[config.mk]
export PLATFORM = sky130hd
export DESIGN_NAME = bpa_word_unit
export DESIGN_NICKNAME = d
export VERILOG_FILES = /design/src/bpa_pkg.sv /design/src/bpa_word_unit.sv
export SDC_FILE = /design/constraint.sdc
export NUM_CORES = 1
export LEC_CHECK = 0
export BUFFER_PORTS_ARGS = -buffer_cell sky130_fd_sc_hd__buf_2
export CORE_AREA = 2 2 39 41
export DETAILED_ROUTE_END_ITERATION = 10
export DIE_AREA = 0 0 41 43
export GPL_TIMING_DRIVEN = 0
export PLACE_DENSITY_LB_ADDON = 0.12
export SLEW_MARGIN = 20
export SYNTH_ARGS = -nofsm -noshare
export SYNTH_HDL_FRONTEND = slang
export SYNTH_SLANG_ARGS = --single-unit
[constraint.sdc]
create_clock -name vclk -period 1
set_input_delay 0.05 -clock vclk [all_inputs]
set_output_delay 0.05 -clock vclk [all_outputs]
set_load 0.005 [all_outputs]
[src/bpa_pkg.sv]
// Shared types, codes and constants of the bitmap page allocator.
`default_nettype none

package bpa_pkg;

    localparam int WORD_BITS = 8;
    localparam logic [WORD_BITS-1:0] FULL_WORD = 8'hFF;
    localparam int LOW_RESERVED = 256;

    typedef enum logic [1:0] {
        MODE_INIT  = 2'd0,
        MODE_ALLOC = 2'd1,
        MODE_FREE  = 2'd2,
        MODE_NOP   = 2'd3
    } mode_t;

    typedef enum logic [1:0] {
        STAT_OK        = 2'd0,
        STAT_OOM       = 2'd1,
        STAT_RANGE     = 2'd2,
        STAT_NOT_READY = 2'd3
    } status_t;

    typedef struct packed {
        mode_t       mode;
        logic [31:0] free_addr;
    } in_t;

    typedef struct packed {
        logic [28:0] page_addr;
        status_t     status;
        logic [17:0] free_count;
    } out_t;

    typedef enum logic [1:0] {
        OP_PASS  = 2'd0,
        OP_FILL  = 2'd1,
        OP_TAKE  = 2'd2,
        OP_CLEAR = 2'd3
    } word_op_t;

    typedef struct packed {
        word_op_t   op;
        logic       fill_full;
        logic       fill_part;
        logic [2:0] bit_sel;
    } word_ctrl_t;

    typedef struct packed {
        logic [WORD_BITS-1:0] word;
        logic [2:0]           bit_idx;
        logic                 found;
        logic                 changed;
    } word_res_t;

endpackage

`default_nettype wire

[src/bpa_word_unit.sv]
// Shared bitmap word unit: fill, take lowest free bit, clear one bit.
`default_nettype none

module bpa_word_unit (
    input  wire bpa_pkg::word_ctrl_t ctrl,
    input  wire logic [7:0]          rd_word,
    output bpa_pkg::word_res_t       res
);

    logic [7:0] bit_mask;
    logic [7:0] low_mask;
    logic [2:0] zero_idx;

    always_comb
    begin
        bit_mask = 8'h01 << ctrl.bit_sel;
        low_mask = bit_mask - 8'h01;
        // lowest clear bit of the word
        zero_idx = 3'd0;
        for (int b = 7; b >= 0; b--)
        begin
            if (!rd_word[b])
            begin
                zero_idx = 3'(b);
            end
        end

        res.word    = rd_word;
        res.bit_idx = zero_idx;
        res.found   = (rd_word != bpa_pkg::FULL_WORD);
        res.changed = 1'b0;

        case (ctrl.op)
            bpa_pkg::OP_FILL:
            begin
                if (ctrl.fill_full)
                begin
                    res.word = bpa_pkg::FULL_WORD;
                end
                else if (ctrl.fill_part)
                begin
                    res.word = low_mask;
                end
                else
                begin
                    res.word = 8'h00;
                end
            end
            bpa_pkg::OP_TAKE:
            begin
                res.word = rd_word | (8'h01 << zero_idx);
            end
            bpa_pkg::OP_CLEAR:
            begin
                res.changed = |(rd_word & bit_mask);
                res.word    = rd_word & ~bit_mask;
            end
            default:
            begin
                res.word = rd_word;
            end
        endcase
    end

endmodule

`default_nettype wire

* Yosys cells after proc, flatten, opt, wreduce, memory -nomap -nowiden *
Cells that the tools add are included.

cells by class
  add/subtract/negate cells = 1
  equal/unequal tests = 4
  shifts and indexed selects = 2
  muxes and demuxes = 12
  bitwise logic cells = 4
  reduce and logical (&&, ||, !) cells = 1

operators by type and width
  operator                                             number
  two-way mux 3 bit                                    8
  one-hot mux 8 bit (3 select lines)                   1
  bitwise AND 8 bit                                    2
  two-way mux 8 bit                                    2
  left shift 1 x 3 -> 8 bit, first input constant      2
  != test 8 bit, second input constant                 1
  inverter 8 bit                                       1
  bitwise OR 8 bit                                     1
  OR reduction 8 bit                                   1
  subtractor 8 x 1 -> 8 bit, second input constant     1
  equality test 2 bit, second input constant           2
  equality test 2 x 1 -> 1 bit, second input constant  1
  two-way mux 1 bit                                    1

word-level totals
  bits in registers = 0
  bits of input ports = 15
  output and inout port bits = 13
  logic and storage cells = 24

* Logic depth before layout (Yosys ltp) *
Gate-level depths: netlist of the first run.

  depth in word-level cells = 11
  mapped depth = 5
  depth with buffers taken out = 4

* Least setup slack after synthesis of the first run *
OpenSTA, ideal clock, no wires.

  path kind = input to output
  start = in ctrl[1] (netlist name)
  end = out res[5] (netlist name)
  arrival time = 836 ps
  required time = 950 ps
  path slack = 114 ps
  stages = 4
  path buffers = 1
  cell sequence = buf_2 or3_4 a21oi_1 o221ai_1

RTL lines
  element      line                text
  from (decl)  bpa_word_unit.sv:5  input wire bpa_pkg::word_ctrl_t ctrl,
  to (decl)    bpa_word_unit.sv:7  output bpa_pkg::word_res_t res

==> summary.txt, run 1 <==
Status
  – Run status: complete, but fails checks
  – Failing checks: negative setup slack

Synthesis
  – Seq/Total Area, Yosys: 0%
  – Synth Warn #: 0
  – Avg Cell Area, Syn: 6.51 µm²
  – Syn Nets: 93
  – Syn Inst Count: 78
  – Unique masters post-synth: 32
  – Synthesized cell area: 508 µm²

Timing
  – Post-layout minimum cycle time: 1090 ps
  – Slew HR: 85.7%
  – Max frequency: 0.914 GHz
  – RSZ-0062 raised after global routing: true
  – Worst setup margin: -94.4 ps
  – Fin crit share: 109%
  – Final Hold Vio Count: 0
  – Tightest Pin Transition: 214 ps
  – Slew Limit Fails: 0
  – Endpoints failing setup: 3
  – Setup_tns: -221 ps
  – Hold_ws: 417 ps

Global route
  – First-pass GRT wire length: 2.55 mm
  – Largest net degree at the start of global routing: 12
  – GRT Util Overall: 19.2%
  – Total grt overflow: 0
  – Vias in the first global route: 570
  – Antenna violations before repair: 0

Final layout
  – Total number of sequential cells: 0
  – Clkbuf count: 0
  – Post-layout net count: 128
  – Antenna Cells: 0
  – Fin area: 815 µm²
  – Final core utilization: 58.9%
  – Most frequent cells in the layout: 20 x buf_2, 11 x buf_4, 8 x nand2_1
  – Reg area: 0 µm²
  – Most common cell after layout, fill and taps aside: buf_2
  – Post-Layout Cell Count: 127
  – Layout cell share with drive strength beyond 1: 49.5%
  – Area added between synthesis and finish: 60.3%

Placement
  – Instance area at placement: 658 µm²
  – Post-Place Cells: 120
  – Pre-CTS WS: -168 ps
  – I/O Buffers: 26
  – Routability Congestion: 0.793
  – Post-DP HPWL: 1.20 mm

Setup path
  – CP Buf/Inv Count: 3
  – Crit-path max FO: 5
  – Element type at the critical path end: primary output
  – Crit path launch type: input port
  – Sequence of cells on the critical path: buf_8 > buf_6 > mux4_2 > mux2i_1 > nor3_1 > buf_2
  – Crit Path Class: input port to primary output
  – Crit-path max cell delay: 480 ps
  – WP data arrival: 1040 ps
  – Slowest CP cell: mux4_2
  – Family with the most delay on the worst path: multiplexers
  – Critical Path RT: 950 ps

Flow run
  – Max-cap violations: 0

Detailed routing
  – DR iter-0 viols: 20
  – DR vias: 725
  – DRC errors left: 0
  – DR WL/cell: 13.4 µm
  – Post-DRT Antenna Nets: 0
  – Vias per std cell: 5.71
  – First-pass DRT Iterations: 4
  – Final Routed Wirelength: 1.70 mm

Power and ir drop
  – Power consumption: 0.352 mW
  – Pwr dens: 433 mW/mm²
  – Maximum VDD drop: 216 µV
  – Leakage: 0.348 nW

Floorplanning
  – Die width: 41 µm
  – FP Rows: 14
  – Core footprint: 0.00138 mm²
  – Die area: 0.00176 mm²
  – Initial core utilization: 36.7%
  – # IOs: 28
  – Die height: 43 µm

Hold path
  – Min-delay worst type: input port to primary output
-- synthesized netlist by cell type --
cell type	count	area [µm²]
nand2b_1	3	18.8
mux2i_1	1	10.0
nor3b_1	2	15.0
and3b_2	1	10.0
nor2_1	5	18.8
buf_2	4	20.0
a31oi_1	4	25.0
mux4_1	1	26.3
a32oi_1	1	8.76
a22oi_1	1	7.51
nand3_1	5	25.0
nor2_2	1	6.26
a32o_1	1	10.0
clkbuf_2	1	5.00
o221ai_1	3	26.3
a211oi_1	1	7.51
mux4_2	1	22.5
a221o_1	2	20.0
o21ai_0	6	30.0
nand3b_1	2	15.0
nand4_1	1	6.26
a21boi_0	3	22.5
or3_4	1	11.3
nand4_2	1	12.5
nor2b_1	1	6.26
and4_1	1	8.76
o31ai_1	1	7.51
nand2_1	8	30.0
a21oi_1	7	35.0
buf_6	1	11.3
nor3_1	2	10.0
inv_1	5	18.8
-- report_power, final --
group	switching (mW)	internal, mW	total, mW
registers	0	0	0
logic	0.172	0.180	0.352
clock network	0	0	0
-- final timing paths --
check     from  endpoint  cells after the start
max    ctrl[0]    res[0]                      6
min    ctrl[5]    res[7]                      3
-- per-layer routing --
| layer | GRT usage (%) | vias up | part of all wire (%) |
|---|---|---|---|
| li1 | - | 370 | - |
| met1 | 31.8 | 336 | 50 |
| met2 | 28.7 | 19 | 46 |
| met3 | 0 | 0 | 4.1 |
| met4 | 0 | 0 | 0 |
| met5 | 0 | - | 0 |
-- kinds of logic (layout without fill, tap and decap cells) --
| group | Yosys count | count (layout) | share of synthesized area (%) |
|---|---|---|---|
| simple gates | 34 | 34 | 38.2 |
| compound gates | 30 | 30 | 39.4 |
| buf+inv | 11 | 44 | 10.8 |
| mux | 3 | 3 | 11.6 |
-- timing repair --
action | CTS | global route
pin swaps | 4 | 6
setup buffers | 4 | 2
hold buffers | 0 | 0
gates cloned | 1 | 1
endpoints found under the setup margin | 9 | 10
gates resized for setup | 20 | 17
-- area by class of cell --
class / instances / area (µm²)
plain buffers: 5 / 55.1
fillers: 146 / 569
inverters: 5 / 22.5
multi-input cells: 67 / 497
well taps: 16 / 20.0
repair buffers: 34 / 220
No activity file was read; power rests on OpenSTA's default activity.
==> inputs of run 2 (changes only) <==
--- a/config.mk
+++ b/config.mk
@@ -11,6 +11,7 @@
 export DIE_AREA = 0 0 41 43
 export GPL_TIMING_DRIVEN = 0
 export PLACE_DENSITY_LB_ADDON = 0.12
+export RECOVER_POWER = 50
 export SLEW_MARGIN = 20
 export SYNTH_ARGS = -nofsm -noshare
 export SYNTH_HDL_FRONTEND = slang
==> summary.txt, run 2 (synthesized netlist as in run 1, its figures left out) <==
Status
  – Run status: complete, but fails checks
  – Failing checks: negative setup slack

Floorplanning
  – Die width: 41 µm
  – Die area: 0.00176 mm²
  – Core footprint: 0.00138 mm²
  – Die height: 43 µm
  – # IOs: 28
  – Initial core utilization: 36.7%
  – FP Rows: 14

Detailed routing
  – DRC errors left: 0
  – DR WL/cell: 13.3 µm
  – DR vias: 723
  – First-pass DRT Iterations: 4
  – Vias per std cell: 5.69
  – Final Routed Wirelength: 1.69 mm
  – DR iter-0 viols: 17
  – Post-DRT Antenna Nets: 0

Power and ir drop
  – Maximum VDD drop: 216 µV
  – Switch share: 48.9%
  – Flop pwr share: 0%
  – Gate power share: 100.0%
  – Switching power total: 0.171 mW
  – Clk network pwr share: 0%
  – Cell internal pwr: 0.178 mW
  – Pwr dens: 432 mW/mm²
  – Leakage: 0.341 nW

Final layout
  – Total number of sequential cells: 0
  – Layout cell share with drive strength beyond 1: 46.8%
  – Most frequent cells in the layout: 19 x buf_2, 11 x buf_4, 8 x nand2_1
  – Reg area: 0 µm²
  – Final core utilization: 58.5%
  – Post-layout net count: 128
  – Filler cell count: 146
  – Antenna Cells: 0
  – Most common cell after layout, fill and taps aside: buf_2
  – Clkbuf count: 0
  – Area added between synthesis and finish: 59.4%

Global route
  – Largest net degree at the start of global routing: 12
  – Vias in the first global route: 570
  – M2 GR Usage: 28.7%
  – GRT Util Overall: 19.2%
  – Total grt overflow: 0
  – Antenna violations before repair: 0
  – First-pass GRT wire length: 2.55 mm
  – Met3 Resource Use GR: 0%
  – GRT Max-Usage Layer: met1
  – Met1 usage: 31.8%

Setup path
  – Crit Path Class: input port to primary output
  – Crit path launch type: input port
  – Slowest CP cell: mux4_2
  – Critical Path RT: 950 ps
  – Crit-path max cell delay: 480 ps
  – Sequence of cells on the critical path: buf_8 > buf_6 > mux4_2 > mux2i_1 > nor3_1 > buf_2
  – WP data arrival: 1050 ps
  – Crit-path max FO: 5
  – Element type at the critical path end: primary output

Placement
  – Routability Congestion: 0.793
  – Pre-CTS WS: -168 ps
  – Post-DP HPWL: 1.20 mm
  – I/O Buffers: 26

Timing
  – Final Hold Vio Count: 0
  – Slew Limit Fails: 0
  – Endpoints failing setup: 3
  – Fin crit share: 110%
  – RSZ-0062 raised after global routing: true
  – Max frequency: 0.911 GHz
  – Worst setup margin: -98.3 ps
  – Tightest Pin Transition: 315 ps
  – Post-layout minimum cycle time: 1100 ps
  – Slew HR: 79.0%

Hold path
  – Min-delay worst type: input port to primary output
  – Hold depth: 3
  – Min-delay src: rd_word[3]
  – Hold endpoint: res[3]

Flow run
  – Max-cap violations: 0

Clock tree
  – CTS Hold Bufs: 0
run 2: final cells by class:
cell class	count	area [µm²]	area share, %
multi-input cells	67	494	61.1
repair buffers	34	219	27.0
plain buffers	5	53.8	6.65
inverters	5	22.5	2.78
well taps	16	20.0	2.47
run 2: power by group through the flow:
stage          clock network [mW]  registers [mW]  logic [mW]
2_1_floorplan                   0               0       0.160
3_3_place_gp                    0               0       0.276
3_5_place_dp                    0               0       0.276
4_1_cts                         0               0       0.319
5_1_grt                         0               0       0.382
6_report                        0               0       0.349
run 2: what timing repair did:
item                       4_1_cts  5_1_grt
buffers inserted                 4        2
resized for setup               20       17
pin swaps                        4        6
gates cloned                     1        1
setup endpoints to repair        9       10
hold endpoints to repair         0        0
run 2: critical path: cells and delay by family:
kind                   cells  cell delay (ps)
AND/OR/NAND/NOR            1               70
buffers and inverters      3              320
multiplexers               2              610
run 2: metrics by stage:
step                      instances  power [mW]  TNS (ps)  hold slack, ps  cell area [µm²]
final                           127       0.349      -225             416              810
after global routing            127       0.382      -546             441              810
after CTS                       124       0.319      -289             435              746
after detailed placement        120       0.276      -822             458              658
after global placement          120       0.276      -759             456              658
after floorplan                  78       0.160         0             168              508
run 2: worst max path at each step:
stage	from	slack, ps	end
after floorplan	ctrl[1]	110	res[5]
after global placement	ctrl[1]	-150	res[5]
after detailed placement	ctrl[1]	-170	res[5]
after CTS	ctrl[0]	-100	res[0]
after global routing	ctrl[0]	-140	res[0]
final	ctrl[0]	-100	res[0]
run 2: metal layers:
metal | vias to the layer above | routed length (µm)
li1 | 370 | -
met1 | 338 | 845
met2 | 15 | 786
met3 | 0 | 62
met4 | 0 | 0
met5 | - | 0
==> inputs of run 3 (changes only) <==
--- a/config.mk
+++ b/config.mk
@@ -5,6 +5,7 @@
 export SDC_FILE = /design/constraint.sdc
 export NUM_CORES = 1
 export LEC_CHECK = 0
+export ABC_AREA = 1
 export BUFFER_PORTS_ARGS = -buffer_cell sky130_fd_sc_hd__buf_2
 export CORE_AREA = 2 2 39 41
 export DETAILED_ROUTE_END_ITERATION = 10
==> summary.txt, run 3 <==
Status
  – Run status: complete, but fails checks
  – Failing checks: negative setup slack

Timing
  – Tightest Pin Transition: 263 ps
  – Fin crit share: 105%
  – RSZ-0062 raised after global routing: true
  – Slew HR: 82.3%
  – Slew Limit Fails: 0
  – Hold_ws: 431 ps
  – Endpoints failing setup: 4
  – Post-layout minimum cycle time: 1050 ps
  – Final Hold Vio Count: 0
  – Max frequency: 0.950 GHz
  – Worst setup margin: -52.2 ps

Floorplanning
  – Initial core utilization: 37.5%
  – # IOs: 28
  – Core footprint: 0.00138 mm²
  – Die width: 41 µm
  – Die area: 0.00176 mm²
  – FP Rows: 14
  – Die height: 43 µm

Power and ir drop
  – Flop pwr share: 0%
  – Pwr dens: 444 mW/mm²
  – Switching power total: 0.241 mW
  – Gate power share: 100.0%
  – Cell internal pwr: 0.188 mW
  – Switch share: 56.2%
  – Leakage: 0.501 nW
  – Maximum VDD drop: 228 µV
  – Clk network pwr share: 0%

Synthesis
  – Syn Inst Count: 108
  – Synth Warn #: 0
  – Commonest cells in the netlist: 28 x nand2_1, 18 x inv_1, 11 x nor2_1
  – Syn Nets: 123
  – Most frequent cell after synthesis: nand2_1
  – Avg Cell Area, Syn: 4.81 µm²
  – Top cell type's share of synthesized area: 20.2%
  – Unique masters post-synth: 21
  – Synthesized cell area: 519 µm²
  – Top post-synthesis cells by area: nand2_1 20%, inv_1 13%, nand3_1 8.7%
  – Seq/Total Area, Yosys: 0%
  – Cell taking the most area after synthesis: nand2_1

Detailed routing
  – Final Routed Wirelength: 2.37 mm
  – First-pass DRT Iterations: 4
  – DR WL/cell: 14.6 µm
  – DR vias: 931
  – Vias per std cell: 5.71
  – Post-DRT Antenna Nets: 0
  – DRC errors left: 0
  – DR iter-0 viols: 36

Global route
  – Antenna violations before repair: 0
  – GRT Util Overall: 23.3%
  – Met1 usage: 29.7%
  – M2 GR Usage: 41.9%
  – Largest net degree at the start of global routing: 10
  – First-pass GRT wire length: 2.98 mm
  – Met3 Resource Use GR: 1.05%
  – GRT Max-Usage Layer: met2
  – Total grt overflow: 0
  – Vias in the first global route: 735

Hold path
  – Min-delay src: rd_word[6]
  – Hold depth: 3
  – Min-delay worst type: input port to primary output
  – Hold endpoint: res[1]

Setup path
  – Crit Path Class: input port to primary output
  – WP data arrival: 1000 ps
  – Crit path launch type: input port
  – Critical Path RT: 950 ps
  – Crit-path max FO: 3
  – Element type at the critical path end: primary output

Final layout
  – Filler cell count: 122
  – Area added between synthesis and finish: 86.5%
  – Most common cell after layout, fill and taps aside: buf_2
  – Layout cell share with drive strength beyond 1: 54.4%
  – Antenna Cells: 0
  – Fin area: 968 µm²
  – Reg area: 0 µm²
  – Total number of sequential cells: 0
  – Most frequent cells in the layout: 20 x buf_2, 17 x nand2_1, 14 x buf_4
  – Post-layout net count: 164
  – Clkbuf count: 0

Placement
  – Routability Congestion: 0.921
  – I/O Buffers: 27
  – Pre-CTS WS: -257 ps
  – Post-DP HPWL: 1.45 mm
  – Instance area at placement: 674 µm²

Flow run
  – Max-cap violations: 0

Clock tree
  – CTS Hold Bufs: 0
==> run 3: layer usage <==
metal / routed length (µm) / vias to the layer above
li1: - / 449
met1: 962 / 439
met2: 1250 / 41
met3: 142 / 2
met4: 14 / 0
met5: 0 / -
==> run 3: worst max-delay path by stage <==
stage               startpoint      end
global route        rd_word[5]   res[8]
floorplan              ctrl[2]   res[0]
global placement    rd_word[7]  res[10]
CTS                 rd_word[7]  res[12]
detailed placement     ctrl[6]  res[10]
finish              rd_word[7]   res[8]
==> run 3: power groups by stage <==
stage	registers [mW]	clock network, mW	logic (mW)
2_1_floorplan	0	0	0.167
3_3_place_gp	0	0	0.283
3_5_place_dp	0	0	0.286
4_1_cts	0	0	0.333
5_1_grt	0	0	0.461
6_report	0	0	0.430
==> run 3: what timing repair did <==
item	4_1_cts	5_1_grt
buffers inserted	6	6
gates cloned	0	0
gates resized for setup	20	43
endpoints found under the setup margin	8	10
hold endpoints to repair	0	0
pin swaps	4	21
==> run 3: cells by family after synthesis <==
family          share of synthesized area (%)
compound gates                           31.1
buf+inv                                  16.6
simple gates                             52.3
==> run 3: worst max-delay path, cell delays in order <==
cell     delay [ps]
buf_8            80
buf_6            90
nand2_4          40
o21ai_0         250
nand4_1         130
nand2_1          80
nand2_1          60
a21oi_2         120
buf_2           110
==> run 3: final cells by class <==
| cell class | count | area, µm² | area share, % |
|---|---|---|---|
| Multi-Input combinational cell | 86 | 578 | 59.7 |
| Timing Repair Buffer | 39 | 274 | 28.3 |
| Inverter | 21 | 88.8 | 9.17 |
| Tap cell | 16 | 20.0 | 2.07 |
| Buffer | 1 | 7.51 | 0.775 |
==> run 3: per-stage QoR <==
| step | TNS [ps] | total power [mW] | instances | utilization, % |
|---|---|---|---|---|
| floorplan | 0 | 0.167 | 108 | - |
| global placement | -840 | 0.283 | 151 | 48.7 |
| detailed placement | -900 | 0.286 | 151 | 48.7 |
| CTS | -160 | 0.333 | 157 | 56.9 |
| global route | -531 | 0.461 | 163 | 70.0 |
| finish | -127 | 0.430 | 163 | 70.0 |
